## config.mk

```make
export PLATFORM = sky130hd
export DESIGN_NAME = hsv_to_rgb_convert
export DESIGN_NICKNAME = d
export VERILOG_FILES = /design/src/rtl/hsvrgb_pkg.sv /design/src/rtl/hsvrgb_front.sv /design/src/rtl/hsvrgb_queue.sv /design/src/rtl/hsvrgb_back.sv /design/src/rtl/hsv_to_rgb_convert.sv
export SDC_FILE = /design/constraint.sdc
export NUM_CORES = 2
export LEC_CHECK = 0
export ABC_AREA = 1
export BUFFER_PORTS_ARGS = -buffer_cell sky130_fd_sc_hd__buf_2
export CAP_MARGIN = 20
export CORE_ASPECT_RATIO = 1.4
export CORE_MARGIN = 2
export CORE_UTILIZATION = 50
export DETAILED_ROUTE_END_ITERATION = 10
export PLACE_DENSITY = 0.68
export SYNTH_ARGS = -nofsm -noshare
export SYNTH_HDL_FRONTEND = slang
export SYNTH_SLANG_ARGS = --single-unit
```

## constraint.sdc

```tcl
create_clock -name clk -period 17.3 [get_ports clk]
set_clock_uncertainty 0.2 [all_clocks]
set_input_delay 2.595 -clock clk [delete_from_list [all_inputs] [get_ports clk]]
set_output_delay 2.595 -clock clk [all_outputs]
set_load 0.01 [all_outputs]
```

## src/rtl/hsvrgb_pkg.sv

```systemverilog
// ----------------------------------------------------------------------------
// hsvrgb_pkg
// Shared types and constants for the HSV to RGB converter.
// ----------------------------------------------------------------------------
package hsvrgb_pkg;

	// input word: hue in 1/64 degree, saturation and value as 8-bit fractions
	typedef struct packed {
		logic [14:0] hue;
		logic [7:0]  saturation;
		logic [7:0]  brightness;
	} hsv_word_t;

	// result word
	typedef struct packed {
		logic [7:0] red;
		logic [7:0] green;
		logic [7:0] blue;
	} rgb_word_t;

	typedef enum logic [2:0] {
		SECT_0 = 3'd0,
		SECT_1 = 3'd1,
		SECT_2 = 3'd2,
		SECT_3 = 3'd3,
		SECT_4 = 3'd4,
		SECT_5 = 3'd5
	} sector_t;

	// classified word passed from front to back
	typedef struct packed {
		sector_t    sector;
		logic [7:0] frac;
		logic [7:0] saturation;
		logic [7:0] brightness;
	} cls_word_t;

	localparam int CLS_W = $bits(cls_word_t);

	localparam logic [14:0] HUE_TURN    = 15'd23040;
	localparam logic [11:0] SECTOR_SPAN = 12'd3840;
	// hue bits above [7:0] per sector: 3840 / 256
	localparam logic [6:0]  SECTOR_HI   = 7'd15;
	// floor(rem / 15) for rem < 3840 as (rem * 4370) >> 16
	localparam logic [12:0] DIV15_RECIP = 13'd4370;
	// floor(x / 255) for x <= 65152 as (x * 32897) >> 23
	localparam logic [15:0] DIV255_RECIP = 16'd32897;
	localparam logic [7:0]  FULL_SCALE  = 8'd255;
	localparam logic [8:0]  FRAC_SCALE  = 9'd256;
	localparam logic [16:0] DEN_QT      = 17'd65280;
	localparam logic [15:0] HALF_DEN_QT = 16'd32640;
	localparam logic [6:0]  HALF_DEN_P  = 7'd127;

endpackage

```

## src/rtl/hsvrgb_front.sv

```systemverilog
// ----------------------------------------------------------------------------
// hsvrgb_front
// Takes in HSV words, maps a hue at or above a full turn to zero, and splits it into sector and fraction.
// ----------------------------------------------------------------------------
module hsvrgb_front (
	input  logic                  start,
	input  logic                  full,
	input  hsvrgb_pkg::hsv_word_t hsv,
	output logic                  busy,
	output logic                  push,
	output hsvrgb_pkg::cls_word_t cls
);

	logic [14:0] hue_w;
	logic [6:0]  hue_hi;
	logic [2:0]  sect;
	logic [14:0] sect_base;
	logic [14:0] rem_w;
	logic [24:0] frac_prod;

	assign busy = full;
	assign push = start && !full;

	always_comb begin
		hue_w  = (hsv.hue >= hsvrgb_pkg::HUE_TURN) ? 15'd0 : hsv.hue;
		hue_hi = hue_w[14:8];
		// sector boundaries fall on multiples of 15 in the upper hue bits
		if (hue_hi < hsvrgb_pkg::SECTOR_HI) begin
			sect = 3'd0;
		end else if (hue_hi < 7'(2 * hsvrgb_pkg::SECTOR_HI)) begin
			sect = 3'd1;
		end else if (hue_hi < 7'(3 * hsvrgb_pkg::SECTOR_HI)) begin
			sect = 3'd2;
		end else if (hue_hi < 7'(4 * hsvrgb_pkg::SECTOR_HI)) begin
			sect = 3'd3;
		end else if (hue_hi < 7'(5 * hsvrgb_pkg::SECTOR_HI)) begin
			sect = 3'd4;
		end else begin
			sect = 3'd5;
		end
		sect_base = 15'(sect) * 15'(hsvrgb_pkg::SECTOR_SPAN);
		rem_w     = hue_w - sect_base;
		frac_prod = rem_w[11:0] * hsvrgb_pkg::DIV15_RECIP;
	end

	always_comb begin
		cls.sector     = hsvrgb_pkg::sector_t'(sect);
		cls.frac       = frac_prod[23:16];
		cls.saturation = hsv.saturation;
		cls.brightness = hsv.brightness;
	end

endmodule

```

## src/rtl/hsvrgb_queue.sv

```systemverilog
// ----------------------------------------------------------------------------
// hsvrgb_queue
// Small FIFO between the classify front and the arithmetic back.
// ----------------------------------------------------------------------------
module hsvrgb_queue #(
	parameter int DEPTH = 2
) (
	input  logic                  clk,
	input  logic                  arst_n,
	input  logic                  push,
	input  hsvrgb_pkg::cls_word_t wr_word,
	input  logic                  pop,
	output hsvrgb_pkg::cls_word_t rd_word,
	output logic                  empty,
	output logic                  full
);

	localparam int PTR_W = (DEPTH > 1) ? $clog2(DEPTH) : 1;
	localparam int CNT_W = $clog2(DEPTH + 1);
	localparam logic [PTR_W-1:0] LAST_PTR = PTR_W'(DEPTH - 1);
	localparam logic [CNT_W-1:0] DEPTH_CNT = CNT_W'(DEPTH);

	hsvrgb_pkg::cls_word_t mem_q [DEPTH];
	logic [PTR_W-1:0] wr_ptr_q;
	logic [PTR_W-1:0] rd_ptr_q;
	logic [CNT_W-1:0] count_q;

	assign empty   = (count_q == '0);
	assign full    = (count_q == DEPTH_CNT);
	assign rd_word = mem_q[rd_ptr_q];

	always_ff @(posedge clk) begin
		if (push) begin
			mem_q[wr_ptr_q] <= wr_word;
		end
	end

	always_ff @(posedge clk or negedge arst_n) begin
		if (!arst_n) begin
			wr_ptr_q <= '0;
			rd_ptr_q <= '0;
			count_q  <= '0;
		end else begin
			if (push) begin
				wr_ptr_q <= (wr_ptr_q == LAST_PTR) ? '0 : wr_ptr_q + 1'b1;
			end
			if (pop) begin
				rd_ptr_q <= (rd_ptr_q == LAST_PTR) ? '0 : rd_ptr_q + 1'b1;
			end
			if (push && !pop) begin
				count_q <= count_q + 1'b1;
			end else if (pop && !push) begin
				count_q <= count_q - 1'b1;
			end
		end
	end

`ifndef NO_ASSERTIONS
	a_no_overflow: assert property (@(posedge clk) disable iff (!arst_n)
		push |-> !full || pop)
		else $error("queue write while full");
	a_no_underflow: assert property (@(posedge clk) disable iff (!arst_n)
		pop |-> !empty)
		else $error("queue read while empty");
`endif

endmodule

```

## src/rtl/hsvrgb_back.sv

```systemverilog
// ----------------------------------------------------------------------------
// hsvrgb_back
// Three-stage arithmetic pipe: products, rounding numerators, divide by 255
// and channel ordering by sector.
// ----------------------------------------------------------------------------
module hsvrgb_back (
	input  logic                  clk,
	input  logic                  arst_n,
	input  logic                  in_valid,
	input  hsvrgb_pkg::cls_word_t cls,
	output logic                  strobe,
	output hsvrgb_pkg::rgb_word_t rgb
);

	// stage 1: products on s and v
	logic                 valid_s1;
	hsvrgb_pkg::sector_t  sector_s1;
	logic [7:0]           v_s1;
	logic [15:0]          sf_s1;
	logic [15:0]          st_s1;
	logic [15:0]          pp_s1;

	// stage 2: rounded numerators, already scaled down by 256 for q and t
	logic                 valid_s2;
	hsvrgb_pkg::sector_t  sector_s2;
	logic [7:0]           v_s2;
	logic [16:0]          nq_s2;
	logic [16:0]          nt_s2;
	logic [16:0]          np_s2;

	// stage 3: output register
	logic                 valid_s3;
	logic [7:0]           v_s3;
	hsvrgb_pkg::rgb_word_t rgb_s3;

	logic [16:0] st_full;
	logic [8:0]  frac_inv;
	logic [23:0] mq;
	logic [23:0] mt;
	logic [24:0] rq;
	logic [24:0] rt;
	logic [32:0] dq;
	logic [32:0] dt;
	logic [32:0] dp;
	logic [7:0]  p_val;
	logic [7:0]  q_val;
	logic [7:0]  t_val;
	hsvrgb_pkg::rgb_word_t rgb_sel;

	always_comb begin
		frac_inv = hsvrgb_pkg::FRAC_SCALE - {1'b0, cls.frac};
		st_full  = cls.saturation * frac_inv;
	end

	always_ff @(posedge clk) begin
		sector_s1 <= cls.sector;
		v_s1      <= cls.brightness;
		sf_s1     <= cls.saturation * cls.frac;
		st_s1     <= st_full[15:0];
		pp_s1     <= cls.brightness * (hsvrgb_pkg::FULL_SCALE - cls.saturation);
	end

	always_comb begin
		mq = v_s1 * (hsvrgb_pkg::DEN_QT - {1'b0, sf_s1});
		mt = v_s1 * (hsvrgb_pkg::DEN_QT - {1'b0, st_s1});
		rq = {1'b0, mq} + 25'(hsvrgb_pkg::HALF_DEN_QT);
		rt = {1'b0, mt} + 25'(hsvrgb_pkg::HALF_DEN_QT);
	end

	always_ff @(posedge clk) begin
		sector_s2 <= sector_s1;
		v_s2      <= v_s1;
		nq_s2     <= rq[24:8];
		nt_s2     <= rt[24:8];
		np_s2     <= {1'b0, pp_s1} + 17'(hsvrgb_pkg::HALF_DEN_P);
	end

	always_comb begin
		dq    = nq_s2 * hsvrgb_pkg::DIV255_RECIP;
		dt    = nt_s2 * hsvrgb_pkg::DIV255_RECIP;
		dp    = np_s2 * hsvrgb_pkg::DIV255_RECIP;
		q_val = dq[30:23];
		t_val = dt[30:23];
		p_val = dp[30:23];
	end

	always_comb begin
		case (sector_s2)
			hsvrgb_pkg::SECT_0: rgb_sel = '{red: v_s2,  green: t_val, blue: p_val};
			hsvrgb_pkg::SECT_1: rgb_sel = '{red: q_val, green: v_s2,  blue: p_val};
			hsvrgb_pkg::SECT_2: rgb_sel = '{red: p_val, green: v_s2,  blue: t_val};
			hsvrgb_pkg::SECT_3: rgb_sel = '{red: p_val, green: q_val, blue: v_s2};
			hsvrgb_pkg::SECT_4: rgb_sel = '{red: t_val, green: p_val, blue: v_s2};
			default:            rgb_sel = '{red: v_s2,  green: p_val, blue: q_val};
		endcase
	end

	always_ff @(posedge clk) begin
		rgb_s3 <= rgb_sel;
		v_s3   <= v_s2;
	end

	always_ff @(posedge clk or negedge arst_n) begin
		if (!arst_n) begin
			valid_s1 <= 1'b0;
			valid_s2 <= 1'b0;
			valid_s3 <= 1'b0;
		end else begin
			valid_s1 <= in_valid;
			valid_s2 <= valid_s1;
			valid_s3 <= valid_s2;
		end
	end

	assign strobe = valid_s3;
	assign rgb    = rgb_s3;

`ifndef NO_ASSERTIONS
	// every component is scaled down from v
	a_within_value: assert property (@(posedge clk) disable iff (!arst_n)
		valid_s3 |-> (rgb_s3.red <= v_s3) && (rgb_s3.green <= v_s3) && (rgb_s3.blue <= v_s3))
		else $error("rgb component above value");
	// one channel always carries v itself
	a_has_value: assert property (@(posedge clk) disable iff (!arst_n)
		valid_s3 |-> (rgb_s3.red == v_s3) || (rgb_s3.green == v_s3) || (rgb_s3.blue == v_s3))
		else $error("no rgb component equals value");
`endif

endmodule

```

## src/rtl/hsv_to_rgb_convert.sv

```systemverilog
// ----------------------------------------------------------------------------
// hsv_to_rgb_convert
// HSV to RGB converter: classify front, small queue, pipelined arithmetic back.
// ----------------------------------------------------------------------------
//  channel   ports               handshake
//  input     start, busy, hsv    taken when start is high and busy is low
//  output    strobe, rgb         rgb valid for the one cycle strobe is high
//
// one word per clock while busy is low; the hsv word that is taken passes the
// queue and then the stage 1 and stage 2 registers of the back, and strobe and
// the rgb word come from the output register.
// the back pops the queue whenever it is not empty, so busy stays low in normal use.
// reset empties the queue and clears the pipe valids; no clearing pass.
// the receiver cannot stall: each result is presented exactly once.
module hsv_to_rgb_convert #(
	parameter int QUEUE_DEPTH = 2
) (
	input  logic                  clk,
	input  logic                  arst_n,
	input  logic                  start,
	output logic                  busy,
	input  hsvrgb_pkg::hsv_word_t hsv,
	output logic                  strobe,
	output hsvrgb_pkg::rgb_word_t rgb
);

	logic                  push;
	logic                  q_full;
	logic                  q_empty;
	logic                  pop;
	hsvrgb_pkg::cls_word_t cls_in;
	hsvrgb_pkg::cls_word_t cls_out;

	hsvrgb_front u_front (
		.start (start),
		.full  (q_full),
		.hsv   (hsv),
		.busy  (busy),
		.push  (push),
		.cls   (cls_in)
	);

	hsvrgb_queue #(
		.DEPTH (QUEUE_DEPTH)
	) u_queue (
		.clk     (clk),
		.arst_n  (arst_n),
		.push    (push),
		.wr_word (cls_in),
		.pop     (pop),
		.rd_word (cls_out),
		.empty   (q_empty),
		.full    (q_full)
	);

	// the pipe never stalls, so any queued word moves on at once
	assign pop = !q_empty;

	hsvrgb_back u_back (
		.clk      (clk),
		.arst_n   (arst_n),
		.in_valid (pop),
		.cls      (cls_out),
		.strobe   (strobe),
		.rgb      (rgb)
	);

`ifndef NO_ASSERTIONS
	a_latency: assert property (@(posedge clk) disable iff (!arst_n)
		strobe |-> $past(start && !busy, 4))
		else $error("result without a word taken four cycles earlier");
`endif

endmodule
```

==> results.sh <==
export IMPL_seq_area_mm2=0.00468
export IMPL_final_max_slew_viol_count=0
export IMPL_final_period_minus_worst_setup_slack_ns=9.39
export IMPL_grt_start_max_net_pins=29
export IMPL_critical_path_slowest_cell="a21oi_1"
export IMPL_globalRouteTotalUtil=0.242
export IMPL_post_synth_and_or_nand_nor_area_fraction=0.223
export IMPL_chipHeight_um=291
export IMPL_status="finished, final reports clean"
export IMPL_routed_wirelength_um=72100
export IMPL_synth_main_ff_cell="dfxtp_1"
export IMPL_rsz_0062_raised_after_global_routing="no"
export IMPL_ys_async_sr_fraction=0.0341
export IMPL_worst_hold_path_num_cells=0
export IMPL_grt_overflow=0
export IMPL_mappedNetlistNets=4574
export IMPL_path_class="input port to flop"
export IMPL_max_cap_violations=0
export IMPL_ctsLongestPathBuffers=3
export IMPL_cts_post_setup_buffers_inserted=0
export IMPL_number_of_antenna_diodes=0
export IMPL_highest_count_cells_in_the_layout_ignoring_fill_and_taps="nand2_1 (723), inv_1 (708), ha_1 (454)"
export IMPL_floorplan_initialDensity=0.503
export IMPL_synthTopCellsByArea="fa_1 (22%), ha_1 (19%), dfxtp_1 (9.8%), nand2_1 (9.2%), inv_1 (9.0%)"
export IMPL_clock_insertion_delay_worst_skew_ns=0.58
export IMPL_complex_gate_fraction_of_the_synthesized_area=0.0629
export IMPL_fp_dieW_um=209
export IMPL_fin_hold_ws_ns=0.128
export IMPL_grt_first_pass_wirelength_um=120000
export IMPL_layout_cells_sized_above_1=0.0543
export IMPL_area_growth_syn_to_layout_pct=6.95
export IMPL_grt_pass1_vias=24920
export IMPL_postLayoutCellArea_mm2=0.0315
export IMPL_avgViaCountPerCell=5.26
export IMPL_crit_end_category="flop"
export IMPL_numPortBuffers=59
export IMPL_ff2ff_path_depth=26
export IMPL_cell_seen_most_often_among_critical_path_stages="nand2_1"
export IMPL_maxClockFrequency_mhz=106
export IMPL_yosys_area_share_xor_xnor=0.0389
export IMPL_post_cts_hold_buffer_count=0
export IMPL_synth_edf_count=54
export IMPL_tritoncts="built"
export IMPL_fillers=5613
export IMPL_synth_top_cell_area_share=0.224
export IMPL_cp_max_fo=13
export IMPL_synth_seq_area_share=0.159
export IMPL_synth_area_per_cell_um2=7.83
export IMPL_yosysTopAreaCell="fa_1"
export IMPL_summed_instance_area_of_the_synthesized_netlist_mm2=0.0294
export IMPL_tritoncts_num_buffers=25
export IMPL_antenna_violating_nets_post_route=0
export IMPL_drt_iter0_markers=1456
export IMPL_synth_ff_latch_count=205
export IMPL_report_final_setup_viol=0
export IMPL_rows=105
export IMPL_crit_required_ns=17.43
export IMPL_clock_pin_slew_on_the_worst_setup_and_hold_paths_ns=0.06
export IMPL_htree_num_levels=1
export IMPL_multi_input_comb_area_mm2=0.0218
export IMPL_post_route_util=0.538
export IMPL_post_route_drc_count=0
export IMPL_sum_of_negative_setup_slack_ns=0
export IMPL_transition_time_of_the_tightest_slew_check_pin_ns=0.926
export IMPL_drt_pre_antenna_iters=5
export IMPL_numClockSinks=205
export IMPL_design_core_area_mm2=0.0585
export IMPL_detailed_place_hpwl_um=61400
export IMPL_wire_per_inst_um=15.7
export IMPL_vias_after_detailed_routing=24101
export IMPL_timing_final_hold_violations=0
export IMPL_yosys_warnings=0
export IMPL_startpoint_class_of_the_critical_path="input port"
export IMPL_die_area_mm2=0.0608
export IMPL_layout_commonest_cell="nand2_1"
export IMPL_dominant_combinational_cell_family_by_area_after_synthesis="adder cells"
export IMPL_grt_antenna_before_repair=0
export IMPL_finalWeightedCongestion=0.944
export IMPL_max_slew_margin_rel=0.383
export IMPL_top_level_ports=60
export IMPL_post_cts_resize_count=0
export IMPL_yosys_area_share_adder=0.417
export IMPL_timing_critical_path_slowest_cell_delay_ns=0.71
export IMPL_post_synth_inst_count=3757
export IMPL_fin_nets=4630
export IMPL_yosysUniqueCellTypes=59
export IMPL_hold_class="flop to flop"
export IMPL_timing_critical_path_arrival_ns=9.52
export IMPL_dpl_instance_area_mm2=0.0306
export IMPL_synth_mux_area_fraction=0.000468
export IMPL_clock_tree_root_cell="clkbuf_16"
export IMPL_timing_final_crit_share=0.543
==> state kept, by name, indices dropped and copies added (netlist names) <==
name	flops
u_back.valid_s1	1
u_back.v_s1	8
u_back.sf_s1	16
u_queue.mem_q	54
u_back.pp_s1	16
u_queue.count_q	2
u_back.v_s2	8
u_queue.rd_ptr_q	1
u_back.sector_s1	3
u_back.st_s1	15
u_back.np_s2	17
u_back.nt_s2	17
u_back.rgb	24
u_back.strobe	1
u_back.sector_s2	3
u_queue.wr_ptr_q	1
u_back.valid_s2	1
u_back.nq_s2	17
==> synth_stat cells, types with 4 or more instances <==
| cell | count |
|---|---|
| nor3_1 | 34 |
| xnor2_1 | 42 |
| o21a_1 | 6 |
| o31ai_1 | 5 |
| a21o_1 | 20 |
| nor4_1 | 10 |
| and2_1 | 8 |
| nand2_1 | 723 |
| or2_2 | 40 |
| nand4_1 | 54 |
| nand2_2 | 8 |
| a31oi_1 | 4 |
| nor2_1 | 440 |
| a21oi_1 | 162 |
| nand3b_1 | 26 |
| inv_1 | 708 |
| edfxtp_1 | 54 |
| ha_1 | 454 |
| nand3_1 | 170 |
| nor2_2 | 6 |
| clkbuf_1 | 47 |
| o21bai_1 | 6 |
| xor2_1 | 80 |
| nor3_2 | 5 |
| dfxtp_1 | 144 |
| dfrtp_1 | 7 |
| fa_1 | 329 |
| o21ai_1 | 8 |
| o21ai_0 | 99 |
==> metrics by stage <==
stage	instances	worst slack, ns
2_1_floorplan	3757	8.66
3_3_place_gp	4535	7.27
3_5_place_dp	4535	7.30
4_1_cts	4581	7.91
5_1_grt	4581	7.19
6_report	4581	7.91
==> layer usage <==
| metal | vias to the layer above | wire, µm | GRT usage |
|---|---|---|---|
| li1 | 11966 | - | - |
| met1 | 11471 | 27600 | 0.264 |
| met2 | 490 | 38700 | 0.470 |
| met3 | 174 | 2440 | 0.0202 |
| met4 | 0 | 3400 | 0.107 |
| met5 | - | 0 | 0 |
==> final cells by class <==
| type | count | share of cell area |
|---|---|---|
| clock inverters | 17 | 0.00592 |
| well taps | 749 | 0.0298 |
| multi-input cells | 2784 | 0.694 |
| inverters | 714 | 0.0853 |
| clock buffers | 29 | 0.0213 |
| repair buffers | 83 | 0.0151 |
| flip-flops and latches | 205 | 0.149 |
==> kinds of logic after synthesis <==
group                      count (synthesis)
muxes                                      1
buffers and inverters                    768
DFF                                      205
adders and majority gates                783
and+or+nand+nor                         1539
xor gates and xnor gates                 126
AOI/OAI and AO/OA                        335
==> critical path: cells and delay by family <==
family | cells | cell delay (ns)
AOI/OAI and AO/OA | 10 | 2.49
adders and majority gates | 7 | 2.48
and+or+nand+nor | 11 | 1.38
buffers and inverters | 5 | 0.37
xor gates and xnor gates | 1 | 0.18
==> worst paths after layout <==
kind / slack, ns / from / to
worst max-delay path: 7.91 / hsv[25] / u_queue.mem_q[0][22]
worst min-delay path: 0.13 / u_back.sector_s1[2] / u_back.sector_s2[2]
worst max register to register: 10.53 / u_back.sf_s1[0] / u_back.nq_s2[11]
worst min register to register: 0.13 / u_back.sector_s1[2] / u_back.sector_s2[2]
max in group asynchronous: 15.10 / arst_n / u_back.strobe
min in group asynchronous: 1.64 / arst_n / u_queue.wr_ptr_q
Power is left out: the tool's default activity adds up to more than one toggle a clock period on the data nets, which glitch-free logic cannot reach.
